--- src/rtl/core/mlf_pkg.sv ---
// Shared types and constants for the MAC learning forwarder.
`timescale 1ns / 1ps

package mlf_pkg;

    localparam int MAC_W             = 48;
    localparam int PEER_ID_W         = 8;
    localparam int OUT_PEER_W        = 8;
    localparam int TABLE_ENTRIES_DEF = 256;
    localparam int PEER_BITS_DEF     = 8;

    localparam logic [7:0]       BYTE_ALL_ONES = 8'hff;
    localparam logic [MAC_W-1:0] MAC_BCAST     = {6{BYTE_ALL_ONES}};

    typedef enum logic [1:0] {
        ACT_DROP  = 2'd0,
        ACT_LOCAL = 2'd1,
        ACT_PEER  = 2'd2,
        ACT_FLOOD = 2'd3
    } t_action;

    typedef struct packed {
        t_action                 action;
        logic [OUT_PEER_W-1:0]   out_peer;
        logic                    learned;
        logic                    table_full;
    } t_result;

endpackage

--- src/rtl/core/mlf_ctrl.sv ---
// Lookup sequencer: scans the filled part of the table, learns, builds results.
`timescale 1ns / 1ps

module mlf_ctrl import mlf_pkg::*; #(
    parameter int TABLE_ENTRIES = TABLE_ENTRIES_DEF,
    parameter int PEER_BITS     = PEER_BITS_DEF,
    localparam int AW = $clog2(TABLE_ENTRIES),
    localparam int CW = $clog2(TABLE_ENTRIES + 1)
) (
    input  logic                 i_clk,
    input  logic                 i_rst_n,
    input  logic                 i_start,
    output logic                 o_busy,
    input  logic                 i_bridge_en,
    input  logic                 i_kind,
    input  logic [MAC_W-1:0]     i_dest_mac,
    input  logic [MAC_W-1:0]     i_src_mac,
    input  logic [PEER_ID_W-1:0] i_peer_id,
    output logic                 o_rd_en,
    output logic [AW-1:0]        o_rd_addr,
    input  logic [MAC_W-1:0]     i_rd_mac,
    input  logic [PEER_BITS-1:0] i_rd_peer,
    output logic                 o_wr_en,
    output logic [AW-1:0]        o_wr_addr,
    output logic [MAC_W-1:0]     o_wr_mac,
    output logic [PEER_BITS-1:0] o_wr_peer,
    output logic                 o_res_vld,
    output t_result              o_res
);

    typedef enum logic [1:0] {
        ST_IDLE = 2'b01,
        ST_SCAN = 2'b10
    } t_state;

    t_state               r_state, n_state;
    logic                 r_kind, n_kind;
    logic [MAC_W-1:0]     r_key, n_key;
    logic [PEER_BITS-1:0] r_peer, n_peer;
    logic [CW-1:0]        r_idx, n_idx;
    logic [CW-1:0]        r_count, n_count;
    logic                 r_rd_vld, n_rd_vld;
    logic                 r_res_vld, n_res_vld;
    t_result              r_res, n_res;

    logic accept, match, more, room, scan_end, issue, learn;

    always_comb begin
        accept   = i_start && (r_state == ST_IDLE);
        match    = r_rd_vld && (i_rd_mac == r_key);
        more     = r_idx < r_count;
        room     = r_count < CW'(TABLE_ENTRIES);
        // once nothing is left to issue, the read in flight (if any) is the last one
        scan_end = (r_state == ST_SCAN) && (match || !more);
        issue    = (r_state == ST_SCAN) && more && !match;
        learn    = scan_end && !r_kind && !match && room;

        n_state   = r_state;
        n_kind    = r_kind;
        n_key     = r_key;
        n_peer    = r_peer;
        n_idx     = issue ? r_idx + 1'b1 : r_idx;
        n_count   = learn ? r_count + 1'b1 : r_count;
        n_rd_vld  = issue;
        n_res_vld = 1'b0;
        n_res     = r_res;

        unique case (r_state)
            ST_IDLE: begin
                if (accept) begin
                    n_kind = i_kind;
                    n_key  = i_kind ? i_dest_mac : i_src_mac;
                    n_peer = PEER_BITS'(i_peer_id);
                    n_idx  = '0;
                    n_res  = '{action: ACT_DROP, out_peer: '0,
                               learned: 1'b0, table_full: 1'b0};
                    if (!i_kind && !i_bridge_en) begin
                        n_res_vld = 1'b1;
                    end else if (i_kind && (i_dest_mac == MAC_BCAST)) begin
                        n_res.action = ACT_FLOOD;
                        n_res_vld    = 1'b1;
                    end else begin
                        n_state = ST_SCAN;
                    end
                end
            end
            ST_SCAN: begin
                if (scan_end) begin
                    n_state   = ST_IDLE;
                    n_res_vld = 1'b1;
                    if (r_kind) begin
                        if (match) begin
                            n_res.action   = ACT_PEER;
                            n_res.out_peer = OUT_PEER_W'(i_rd_peer);
                        end
                    end else begin
                        n_res.action     = ACT_LOCAL;
                        n_res.learned    = !match && room;
                        n_res.table_full = !match && !room;
                    end
                end
            end
            default: begin
                n_state = ST_IDLE;
            end
        endcase
    end

    always_ff @(posedge i_clk) begin
        if (!i_rst_n) begin
            r_state   <= ST_IDLE;
            r_count   <= '0;
            r_idx     <= '0;
            r_rd_vld  <= 1'b0;
            r_res_vld <= 1'b0;
        end else begin
            r_state   <= n_state;
            r_count   <= n_count;
            r_idx     <= n_idx;
            r_rd_vld  <= n_rd_vld;
            r_res_vld <= n_res_vld;
        end
    end

    always_ff @(posedge i_clk) begin
        r_kind <= n_kind;
        r_key  <= n_key;
        r_peer <= n_peer;
        r_res  <= n_res;
    end

    assign o_busy    = (r_state != ST_IDLE);
    assign o_rd_en   = issue;
    assign o_rd_addr = r_idx[AW-1:0];
    assign o_wr_en   = learn;
    assign o_wr_addr = r_count[AW-1:0];
    assign o_wr_mac  = r_key;
    assign o_wr_peer = r_peer;
    assign o_res_vld = r_res_vld;
    assign o_res     = r_res;

    a_learn_xor_full: assert property (@(posedge i_clk) disable iff (!i_rst_n)
        r_res_vld |-> !(r_res.learned && r_res.table_full))
        else $error("learned and table_full both set");

    a_write_has_room: assert property (@(posedge i_clk) disable iff (!i_rst_n)
        learn |-> (r_count < CW'(TABLE_ENTRIES)))
        else $error("table write with no free entry");

    a_write_bumps_count: assert property (@(posedge i_clk) disable iff (!i_rst_n)
        learn |=> (r_count == CW'($past(r_count) + 1'b1)))
        else $error("fill count did not follow table write");

    a_count_bound: assert property (@(posedge i_clk) disable iff (!i_rst_n)
        r_count <= CW'(TABLE_ENTRIES))
        else $error("fill count past table size");

endmodule

--- config.mk ---
export PLATFORM = sky130hd
export DESIGN_NAME = mlf_ctrl
export DESIGN_NICKNAME = d
export VERILOG_FILES = /design/src/rtl/core/mlf_pkg.sv /design/src/rtl/core/mlf_ctrl.sv
export SDC_FILE = /design/constraint.sdc
export NUM_CORES = 1
export LEC_CHECK = 0
export BUFFER_PORTS_ARGS = -buffer_cell sky130_fd_sc_hd__buf_2
export CORE_ASPECT_RATIO = 1.4
export CORE_UTILIZATION = 46
export DETAILED_ROUTE_END_ITERATION = 8
export GPL_ROUTABILITY_DRIVEN = 1
export PLACE_DENSITY = 0.81
export RECOVER_POWER = 25
export REMOVE_ABC_BUFFERS = 1
export SETUP_SLACK_MARGIN = 0.4
export SYNTH_ARGS = -nofsm -noshare
export SYNTH_HDL_FRONTEND = slang
export SYNTH_SLANG_ARGS = --single-unit
--- constraint.sdc ---
create_clock -name i_clk -period 5.4 [get_ports i_clk]
set_clock_uncertainty 0.1 [all_clocks]
set_input_delay 0.54 -clock i_clk [delete_from_list [all_inputs] [get_ports i_clk]]
set_output_delay 0.54 -clock i_clk [all_outputs]
set_load 0.01 [all_outputs]
# After elaboration in Yosys (flattened, before gate mapping)
# Index checks and enable logic that the tools add are counted.
classes:
  eq_ne: 13
  magnitude_cmp: 2
  n_addsub: 2
  n_mux: 23
  reduce_logical: 25
ops:
  columns: ["cell", "count"]
  rows:
  - ["$eq 48x48->1", 1]
  - ["$eq 48x48->1 const B", 1]
  - ["$mux 48", 1]
  - ["$mux 9", 3]
  - ["$mux 12", 2]
  - ["$pmux 12 s2", 1]
  - ["$add 9x1->9 const B", 2]
  - ["$mux 2", 8]
  - ["$ne 2x2->1 const B", 7]
  - ["$logic_and 1x1->1", 12]
  - ["$reduce_and 4->1", 3]
  - ["$mux 10", 1]
  - ["$lt 9x9->1", 1]
  - ["$lt 9x9->1 const B", 1]
  - ["$mux 8", 1]
  - ["$logic_not 1->1", 6]
  - ["$reduce_and 5->1", 1]
  - ["$mux 1", 4]
  - ["$pmux 2 s2", 1]
  - ["$ne 3x3->1 const B", 1]
  - ["$eq 2x1->1 const B", 1]
  - ["$eq 2x2->1 const B", 1]
  - ["$ne 2x1->1 const B", 1]
  - ["$pmux 1 s2", 1]
  - ["other kinds (3)", 3]
totals:
  in_bits: 165
  elab_cells: 77
  ff_bits: 91

# Logic depth before layout (Yosys ltp)
# Gate-level depths: netlist of run 1.
depth:
  ltp_word: 7
  depth_mapped: 8
  mapped_depth_nobuf: 8

# Least setup slack after synthesis of run 1
# No wires, ideal clock.
synth_timing:
  path_kind: "register to register"
  startpoint: "register r_state[1]"
  endpoint: "register r_idx[7]"
  stages_incl_launch_ff: 9
  arrival_time_ns: 4.143
  path_buffers: 1
  path_slack_ns: 1.023
  synth_period_minus_slack_ns: 4.377
  cell_sequence: "dfxtp_1 inv_1 ha_1 inv_1 nor2_1 nor2b_1 clkbuf_1 o311ai_1 o41ai_1"
synth_via:
  elab_chain_cells: 6
  elab_cells_between_ends: 8
  classes_between: "eq/ne: 2; mux: 3; reduce/logical: 3"
synth_lines:
  columns: ["element", "line", "rtl"]
  rows:
  - ["from (decl)", "mlf_ctrl.sv:36", "t_state r_state, n_state;"]
  - ["from (signal assigned)", "mlf_ctrl.sv:117", "r_state <= n_state;"]
  - ["$eq 2x2->1", "mlf_ctrl.sv:55", "issue = (r_state == ST_SCAN) && more && !match;"]
  - ["$logic_and 1x1->1 (2 in a row)", "mlf_ctrl.sv:55", null]
  - ["$mux 9", "mlf_ctrl.sv:62", "n_idx = issue ? r_idx + 1'b1 : r_idx;"]
  - ["$mux 9", "mlf_ctrl.sv:70", "if (accept) begin"]
  - ["$mux 9 (*)", "mlf_ctrl.sv:68", "unique case (r_state)"]
  - ["to (signal assigned)", "mlf_ctrl.sv:119", "r_idx <= n_idx;"]
  - ["to (decl)", "mlf_ctrl.sv:40", "logic [CW-1:0] r_idx, n_idx;"]
# Every way passes the cells marked *; elsewhere a longest branch is shown, timed or not.
# A chain may end at the register's enable or synchronous reset.

# Worst setup path after layout of run 1
layout_timing:
  startpoint: "input port i_kind"
  endpoint: "register r_state[1]"
layout_via:
  elab_chain_cells: 4
  elab_cells_between_ends: 6
  classes_between: "eq/ne: 2; reduce/logical: 4"
layout_lines:
  columns: ["element", "line", "rtl"]
  rows:
  - ["from (decl)", "mlf_ctrl.sv:15", "input logic i_kind,"]
  - ["$logic_not 1->1", "mlf_ctrl.sv:77", "if (!i_kind && !i_bridge_en) begin"]
  - ["$logic_and 1x1->1", "mlf_ctrl.sv:77", null]
  - ["$ne 2x2->1 (no line)", null, null]
  - ["$reduce_and 4->1 (no line) (*)", null, null]
# Marks and branches as above.

==> results of run 1 <==
state kept, by name (all words and copies together), names as in the netlist, 2 cells and up:
name and cells:
o_wr_peer 8, o_wr_mac 48, r_count 9, o_res 12, r_idx 9, r_state 2
Yosys cell counts (all sizes together), types with 2 or more instances:
master,count,area share
dfxtp,22,0.088
or4,2,0.0030
xnor2,46,0.080
and3,2,0.0025
mux2i,14,0.028
nor3,9,0.011
mux2,47,0.11
and4b,2,0.0040
o21ai,7,0.0077
nor4,15,0.023
and2,9,0.011
nor2,8,0.0060
a21oi,8,0.0080
nand3,8,0.0080
buf,23,0.033
nor2b,4,0.0050
nand4,35,0.044
o21bai,2,0.0030
nand2b,9,0.011
ha,12,0.030
inv,16,0.012
nand2,36,0.027
clkbuf,5,0.0037
a211oi,2,0.0030
edfxtp,69,0.41
report_power, final:
| group | total (W) | switching [W] | leakage (nW) | internal [W] |
|---|---|---|---|---|
| combinational | 0.000307 | 0.000168 | 1.66 | 0.000139 |
| sequential | 0.000845 | 0.0000289 | 0.842 | 0.000816 |
| clock | 0.000653 | 0.000252 | 0.142 | 0.000401 |
| total | 0.00180 | 0.000449 | 2.64 | 0.00136 |
layout make-up:
cell class	count	share of cell area
Multi-Input combinational cell	295	0.346
Clock inverter	5	0.0120
Inverter	16	0.00915
Tap cell	138	0.0263
Timing Repair Buffer	254	0.188
Clock buffer	10	0.0349
Sequential cell	91	0.383
worst max-delay path: cells and delay by family:
| kind | cells | cell delay [ns] |
|---|---|---|
| buf+inv | 2 | 2.18 |
| compound gates | 3 | 0.57 |
| simple gates | 3 | 0.56 |
path summary, 6_finish.rpt:
path	to	slack, ns
worst max register to register	o_res[8]	2.60
worst min-delay path	o_wr_peer[4]	0.28
worst max-delay path	r_state[1]	1.63
worst min register to register	r_count[5]	0.39
routing by layer:
metal,global-route usage,up-vias,share of wire
li1,-,2062,-
met1,0.297,2051,0.38
met2,0.485,209,0.53
met3,0.0556,23,0.067
met4,0.0911,0,0.021
met5,0,-,0
cells by family (layout without fill, tap and decap cells):
group,count (synthesis),after routing
adder cells (fa/ha/maj),12,12
multiplexers,61,61
flip-flops,91,91
AND/OR/NAND/NOR,145,145
AO/OA/AOI/OAI,31,31
buffers and inverters,44,285
XOR/XNOR,46,46
metrics by stage:
stage | instances | utilization | setup slack [ns] | instance area, um2
global placement | 794 | 0.599 | 2.41 | 6290
floorplan | 402 | - | 0.829 | 4840
global route | 809 | 0.624 | 1.35 | 6560
detailed placement | 794 | 0.599 | 2.36 | 6290
CTS | 809 | 0.628 | 2.13 | 6600
finish | 809 | 0.624 | 1.63 | 6560
==> impl_results.md, run 1 <==
- Post-synth EDFFs: between 60 and 70
- CP startpoint: i_kind
- Post-DRT Antenna Nets: 0
- Total setup buffers inserted after CTS: 0
- Chip Width: 90.3 um
- Hold wc startpoint: i_peer_id[4]
- Crit-path max cell delay: 1.47 ns
- Critical Path Slowest Stage Cell: clkbuf_1
- Area occupied by registers: 0.00251 mm2
- Worst Setup End Kind: flop
- Clock buffer depth: 2
- IR drop worst, VDD: between 0.00015 and 0.0002 V
- Vias in the first global route: 4465
- Post-synthesis compound-gate area fraction: 0.0416
- Rows: 44
- Post-synthesis sequential area ratio: 0.500
- Diode count: 0
- Worst path required time: 5.53 ns
- Maxcap violations: 1
- Total wire length: 14800 um
- Async set-reset flop share out of synthesis: 0
- Area of the multi-input gates: ~0.0023 mm2
- Hpwl dp: 11900 um
- Synth Area in Simple Gates: 0.166
- Slew @ Worst Pin: 1.97 ns
- Core Footprint: 0.0105 mm2
- Max FO, Critical Path: 35
- Antenna violations before repair: 0
- Reg2Reg Depth: 6
- Post-synth top flop: edfxtp_1
- Pwr/cell area: around 280 mW/mm2
- Routability cong.: 0.908
- Flops & latches, synth: 91
- Die Y: 126 um
- Power, Total: approximately 0.0018 W
- Post-Syn Instances: 430
- Worst path cell trace: clkbuf_1, clkbuf_1, nand2_1, nor2_1, nand4_1, o21ai_0, a211oi_1, o221a_1
- Clock Sinks: 91
- Die ar.: 0.0113 mm2
- Most frequent cells in the layout: 222 x buf_2, 69 x edfxtp_1, 46 x xnor2_1, 46 x mux2_2, 36 x nand2_1
- Pin count of the biggest net entering global routing: 60
- Routed vias/inst: around 5.4
- Post-synthesis mux area share: 0.133
- Post-CTS Resized: 0
- Crit share post-route: 0.697
- Hold Worst Slack: 0.275 ns
- Unrepaired setup endpoints after global routing: false
- Crit path DAT: 3.89 ns
- Setup violations, final: 0
- Clk pin slew, worst setup/hold paths: 0.06 ns
- Yosys cell types: 52
- Leak: 2.64 nW
- Main combinational cell family by area after synthesis: simple AND/OR/NAND/NOR gates
- Drt pass-1 iters: 4
- Yosys warns: 0
- Critical path's most frequent cell: clkbuf_1
- Failing checks: max-capacitance violations, max-slew violations
- Commonest non-fill, non-tap cell in the layout: buf_2
- Layout cells sized above 1: 0.432
- Total number of vias: 4345
- Total negative setup slack: 0 ns
- Ports: 253
- # hold bufs at CTS: 0
- Hold path depth: 1
- Synthesized area: 0.00502 mm2
- R2r startpoint: o_wr_mac[11]
- Final Hold Viols: 0
- Mean Syn Cell Area: between 10 and 15 um2
- CTS tree: built
- Root buffer cell: clkbuf_16
- Grt total ovfl: 0
- Routed WL per cell: 18.2 um
- Adder and majority gate portion of the synthesized area: 0.0299
- DR iter-0 viols: 183
- Nets: 844
- CP Class: in2reg
- TritonCTS buffer count: 9
- Minimum clock period: around 3.8 ns
- Starting Density: 0.478
- Area Overhead vs Synth: 30.6%
- All-layer global routing usage: 0.263
- Max Clock Freq: 0.266 GHz
- Filler Cells Inserted: around 890
- Worst skew pair latency: approximately 0.34 ns
- Max-slew headroom: -0.314
- Outcome: finished, violations left
- Slew Limit Fails: 36
- First-pass GRT wire length: between 20000 and 25000 um
- Startpoint Class: input pin
- H-tree levels: 3
- Residual DRC: 0
- Xor/xnor share of the synthesized area: 0.0802
- Port Buffers: 252
- Worst Hold Class: in2reg
(Power assumes the default switching activity.)
==> inputs of run 2 (changes only) <==
- ABC_AREA: not set -> 1
- CORE_UTILIZATION: 46 -> 48
- PLACE_DENSITY: 0.81 -> 0.82
- clock period: 5.4 -> 3.8 ns (I/O delays scaled with it)
==> run 2 against run 1 <==
Effect of this change: die area grew 3.8%; final area grew 6.2%; sequential cell count is the same; clock power grew 41%; the flow still finishes with violations (max-capacitance violations, max-slew violations); sequential share of layout area shrank 2.2 points; register-to-register slack lost 1.6 ns; routed wire length grew 15%; area after synthesis grew 8.4%; worst hold slack lost 0.16 ns; non-clock buffer count is the same; largest cell class unchanged.
==> impl_results.md, run 2 <==
- TritonCTS buffer count: 9
- Core Footprint: 0.0109 mm2
- Hold Worst Slack: about 0.12 ns
- Routed WL per cell: 16.6 um
- Commonest non-fill, non-tap cell in the layout: buf_2
- Grt total ovfl: 0
- Root buffer cell: clkbuf_16
- Async set-reset flop share out of synthesis: 0
- Worst path required time: 3.32 ns
- Max FO, Critical Path: 18
- Slew @ Worst Pin: between 1.5 and 2 ns
- Cell accounting for the most synthesized area: edfxtp_1
- Worst Setup End Kind: primary output
- Routability cong.: roughly 0.9
- Port Buffers: 252
- GR Util met2: 0.508
- M1 GR Usage: 0.299
- Post-synth EDFFs: 69
- Setup violations, final: 0
- Clk pin slew, worst setup/hold paths: 0.06 ns
- Switching fraction of total power: 0.261
- Hpwl dp: about 14000 um
- Clk pwr share: 0.360
- Int Pwr: approximately 0.0019 W
- Total number of vias: 5052
- Most common cell in the netlist: nand2_1
- Crit path DAT: 2.42 ns
- Commonest cells in the netlist: 180 x nand2_1, 109 x inv_1, 69 x edfxtp_1
- Total wire length: between 15000 and 20000 um
- CP Class: reg2out
- Placed cells: 1004
- Top cell type's share of synthesized area: 0.381
- Switching power: between 0.0006 and 0.0007 W
- Post-Syn Instances: 637
- Worst R2R End: o_res[3]
- Critical Path Slowest Stage Cell: ha_1
- Hold path depth: 1
- Failing checks: max-capacitance violations, max-slew violations
- Crit-path max cell delay: 0.57 ns
- Layout cells sized above 1: 0.319
- Global route hottest layer: met2
- Flops & latches, synth: about 90
- Drt pass-1 iters: 4
- Filler Cells Inserted: 955
- First-pass GRT wire length: 25000 um
- Clock Sinks: 91
- Pwr/cell area: 366 mW/mm2
- Total setup buffers inserted after CTS: 0
- GRT met3 Usage: 0.103
- Unrepaired setup endpoints after global routing: false
- Leak: 3.43 nW
- Post-CTS Resized: 0
- Yosys cell types: 37
- Outcome: finished, violations left
- DR iter-0 viols: between 200 and 250
- Die ar.: around 0.012 mm2
- Die Y: 128 um
- Vias in the first global route: just under 5000
- Non-Filler Instances: 1023
- Max Clock Freq: roughly 0.35 GHz
- Mean Syn Cell Area: 8.55 um2
- Post-synth top flop: edfxtp_1
- Utilization after layout: 0.638
- CTS tree: built
- Maxcap violations: 1
- H-tree levels: 3
- Slew Limit Fails: 32
- R2r startpoint: r_count[8]
- Hold EP: o_wr_peer[1]
- Worst skew pair latency: around 0.34 ns
- R2R Setup Slk: 0.97 ns
- Sequential Power Share: 0.472
- Final Hold Viols: 0
- Crit share post-route: 0.762
- Ports: around 250
- Chip Width: just over 90 um
- Nets: around 1100
- # hold bufs at CTS: 0
- Top area cells in the synthesized netlist: edfxtp_1 38%, nand2_1 12%, mux2_2 9.7%
- Post-synthesis sequential area ratio: 0.461
- Critical path's most frequent cell: inv_1
- Worst path cell trace: inv_1, ha_1, inv_1, or2_4, nor2_8, nand3_2, inv_2, buf_2
- Most frequent cells in the layout: 198 x buf_2, 180 x nand2_1, 108 x inv_1, 69 x edfxtp_1, 57 x nor2_1
- Starting Density: 0.499
- Residual DRC: 0
- Pin count of the biggest net entering global routing: 41
- Max-slew headroom: -0.231
- Total negative setup slack: 0 ns
- Startpoint Class: flop
- Rows: 45
- Synthesized area: 0.00545 mm2
- Routed vias/inst: 4.94
- IR drop worst, VDD: 0.000207 V
- Antenna violations before repair: 3
- Hold wc startpoint: i_peer_id[1]
- All-layer global routing usage: 0.287
- Clock buffer depth: 2
- Max reg flops: 48
- Post-DRT Antenna Nets: 0
- Yosys warns: 0
- Minimum clock period: 2.90 ns
- Comb pwr share: 0.168
- Reg2Reg Depth: 10
- Worst Hold Class: in2reg
- Area Overhead vs Synth: 27.9%
-- run 2: cell count changes after synthesis, sizes merged, moves of 5 or more --
| cell | previous run | this run |
|---|---|---|
| o21ai | 7 | 12 |
| nand4 | 35 | 25 |
| xnor2 | 46 | 7 |
| inv | 16 | 112 |
| nand2b | 9 | 1 |
| xor2 | 0 | 12 |
| nor2 | 8 | 60 |
| nor4 | 15 | 5 |
| and2 | 9 | 0 |
| a21oi | 8 | 19 |
| mux2i | 14 | 0 |
| nand2 | 36 | 183 |
-- run 2: worst max path at each step --
stage | endpoint | startpoint | slack (ns)
floorplan | o_res[2] | r_count[8] | 1.29
global placement | o_res[8] | r_count[8] | 1.06
detailed placement | o_res[8] | r_count[8] | 0.97
CTS | o_wr_en | r_state[0] | 0.86
global route | o_res[9] | r_count[8] | 0.74
finish | o_wr_en | r_state[0] | 0.90
-- run 2: area by class of cell --
type,count,area (um2),area share
timing repair buffer,254,1210,0.173
multi-input combinational,405,2320,0.333
antenna,3,7.51,0.00108
inverter,113,429,0.0616
clock buffer,10,250,0.0359
tap,141,176,0.0253
clock inverter,6,62.6,0.00898
sequential,91,2510,0.361
-- run 2: power groups by stage --
stage          Clock, W  Sequential (W)  Combinational, W
2_1_floorplan         0         0.00125          0.000171
3_3_place_gp          0         0.00122          0.000428
3_5_place_dp          0         0.00122          0.000436
4_1_cts        0.000927         0.00120          0.000441
5_1_grt        0.000964         0.00121          0.000471
6_report       0.000918         0.00120          0.000429
-- run 2: cells by family (layout without fill, tap and decap cells) --
group | count (synthesis) | count (layout) | synth area share
fa+ha+maj | 12 | 12 | 0.0276
compound gates | 37 | 37 | 0.0381
flops | 91 | 91 | 0.461
simple gates | 290 | 290 | 0.233
xor+xnor | 19 | 19 | 0.0306
buf+inv | 141 | 383 | 0.113
other cells | 0 | 3 | 0
mux | 47 | 47 | 0.0972
-- run 2: routing by layer --
| metal | vias to the layer above | share of wire |
|---|---|---|
| li1 | 2510 | - |
| met1 | 2282 | 0.36 |
| met2 | 216 | 0.51 |
| met3 | 44 | 0.098 |
| met4 | 0 | 0.040 |
| met5 | - | 0 |
-- run 2: worst max-delay path: cells and delay by family (launching register included) --
| family | cells | cell delay, ns |
|---|---|---|
| buffers and inverters | 4 | 0.53 |
| adders and majority gates | 1 | 0.57 |
| DFF | 1 | 0.33 |
| and+or+nand+nor | 3 | 0.65 |
-- run 2: stage by stage --
stage | setup WS (ns) | area, um2 | total power, W
3_5_place_dp | 0.969 | 6710 | 0.00166
5_1_grt | 0.740 | 6970 | 0.00265
6_report | 0.904 | 6970 | 0.00255
2_1_floorplan | 1.29 | 5260 | 0.00142
3_3_place_gp | 1.06 | 6710 | 0.00165
4_1_cts | 0.865 | 7030 | 0.00257
==> inputs of run 3 (changes only) <==
- ABC_AREA: 1 -> 0
- CORE_UTILIZATION: 48 -> 46
- PLACE_DENSITY: 0.82 -> 0.81
- clock period: 3.8 -> 2.75 ns (I/O delays scaled with it)
==> run 3 against run 2 <==
Effect of this change: the run ends with max-capacitance violations left; non-clock buffer count grew 28; sequential power grew 39%; worst hold slack lost 0.11 ns; sequential cell count is the same; first-iteration DRC count grew 14%; critical path depth shrank 1; clock power grew 31%; largest cell class is now multi-input combinational cells; largest power group unchanged.
==> impl_results.md, run 3 (synthesis gave the netlist of run 1 again) <==
- Commonest non-fill, non-tap cell in the layout: buf_2
- Starting Density: 0.478
- Vias in the first global route: 4731
- DR iter-0 viols: 250
- Maxcap violations: 1
- Worst Path Buf+Inv: 2
- Total number of vias: 4632
- CTS tree: built
- Setup violations, final: 0
- Worst Setup End Kind: primary output
- Crit-path max cell delay: 0.41 ns
- Core Footprint: 0.0105 mm2
- Clock buffer depth: 2
- Minimum clock period: ~2.5 ns
- Max-slew headroom: 0.00114
- Pwr/cell area: 495 mW/mm2
- Worst path required time: 2.38 ns
- Clk pin slew, worst setup/hold paths: 0.06 ns
- Slew @ Worst Pin: 1.50 ns
- IR drop worst, VDD: 0.000393 V
- Utilization after layout: 0.684
- Drt pass-1 iters: 5
- Ports: 253
- Critical Path Slowest Stage Cell: edfxtp_1
- R2R Setup Slk: approximately 0.4 ns
- Failing checks: max-capacitance violations
- Max Clock Freq: 0.405 GHz
- Startpoint Class: flop
- Rows: 44
- Post-DRT Antenna Nets: 0
- H-tree levels: 3
- Die Y: around 130 um
- Leak: 3.05 nW
- Clock Sinks: around 90
- Routed WL per cell: approximately 20 um
- Filler Cells Inserted: ~820
- Area Overhead vs Synth: 43.2%
- Nets: 872
- Layout cells sized above 1: 0.553
- Crit path DAT: 2.09 ns
- First-pass GRT wire length: ~25000 um
- Most frequent cells in the layout: 246 x buf_2, 69 x edfxtp_1, 44 x mux2_2, 36 x nand2_1, 35 x nand4_1
- Routed vias/inst: about 5.5
- Outcome: finished, violations left
- CP Class: reg2out
- Crit share post-route: 0.898
- Total wire length: 16500 um
- Diode count: 0
- Routability cong.: just under 0.9
- Antenna violations before repair: 0
- All-layer global routing usage: 0.290
- Worst Hold Class: in2reg
- Final Hold Viols: 0
- Die ar.: 0.0113 mm2
- Worst path cell trace: xnor2_1, nand4_1, nor3_1, and4_4, buf_12, nor4_4, buf_2
- Grt total ovfl: 0
- Power, Total: about 0.0036 W
- Port Buffers: 252
- Root buffer cell: clkbuf_16
- Chip Width: ~90 um
- Residual DRC: 0
- Max reg flops: between 40 and 50
- TritonCTS buffer count: 9
- Hpwl dp: around 13000 um
- CP top delay family: simple AND/OR/NAND/NOR gates
- Max FO, Critical Path: 3
- Unrepaired setup endpoints after global routing: true
- Worst skew pair latency: roughly 0.34 ns
- Pin count of the biggest net entering global routing: 39
- Slew Limit Fails: 0
==> run 3: changes by cell type in the layout (fill, tap and decap cells not counted), sizes merged, moves of 11 or more <==
cell / previous run / this run
xnor2: 7 / 46
nand2: 183 / 36
a21oi: 19 / 8
clkbuf: 64 / 21
xor2: 12 / 0
inv: 112 / 16
buf: 200 / 269
mux2i: 0 / 14
nor2: 60 / 8
==> run 3: path summary, 6_finish.rpt <==
path	start	end	depth (start not counted)
max	o_wr_mac[10]	o_wr_en	7
min	i_peer_id[7]	o_wr_peer[7]	1
max reg2reg	o_wr_mac[10]	r_idx[8]	8
min reg2reg	r_count[6]	r_count[6]	2
==> run 3: cell type report <==
class / count / area (um2) / share of cell area
multi-input cells: 295 / 2630 / 0.365
flip-flops and latches: 91 / 2520 / 0.351
repair buffers: 282 / 1530 / 0.212
clock buffers: 14 / 274 / 0.0381
well taps: 138 / 173 / 0.0240
inverters: 16 / 60.1 / 0.00835
clock inverters: 2 / 10.0 / 0.00139
==> run 3: stage by stage <==
stage                     std cells  setup TNS, ns  hold slack (ns)  setup slack (ns)  instance area (um2)
after detailed placement        805              0            0.353             0.175                 6380
after global routing            838              0          0.00743             0.158                 7190
after floorplan                 402         -88.35            0.254             -1.82                 4840
after CTS                       834              0         0.000418             0.278                 6990
final                           838              0           0.0131             0.282                 7190
after global placement          805              0            0.354             0.171                 6380
==> run 3: power by group <==
| part | switching, W | internal [W] | total (W) |
|---|---|---|---|
| registers | 0.0000704 | 0.00160 | 0.00167 |
| logic | 0.000361 | 0.000330 | 0.000692 |
| clock network | 0.000512 | 0.000685 | 0.00120 |
| total | 0.000943 | 0.00262 | 0.00356 |
==> run 3: layer usage <==
metal,vias to the layer above,track usage,share of wire
li1,2122,-,-
met1,2226,0.316,0.36
met2,249,0.540,0.55
met3,35,0.0658,0.067
met4,0,0.116,0.026
met5,-,0,0
==> run 3: what timing repair did <==
item                                    4_1_cts  5_1_grt
gates resized for setup                      40       27
pin swaps                                    15       11
hold buffers                                  4        2
buffers inserted                              9        2
hold endpoints to repair                      4        2
endpoints found under the setup margin       32       26
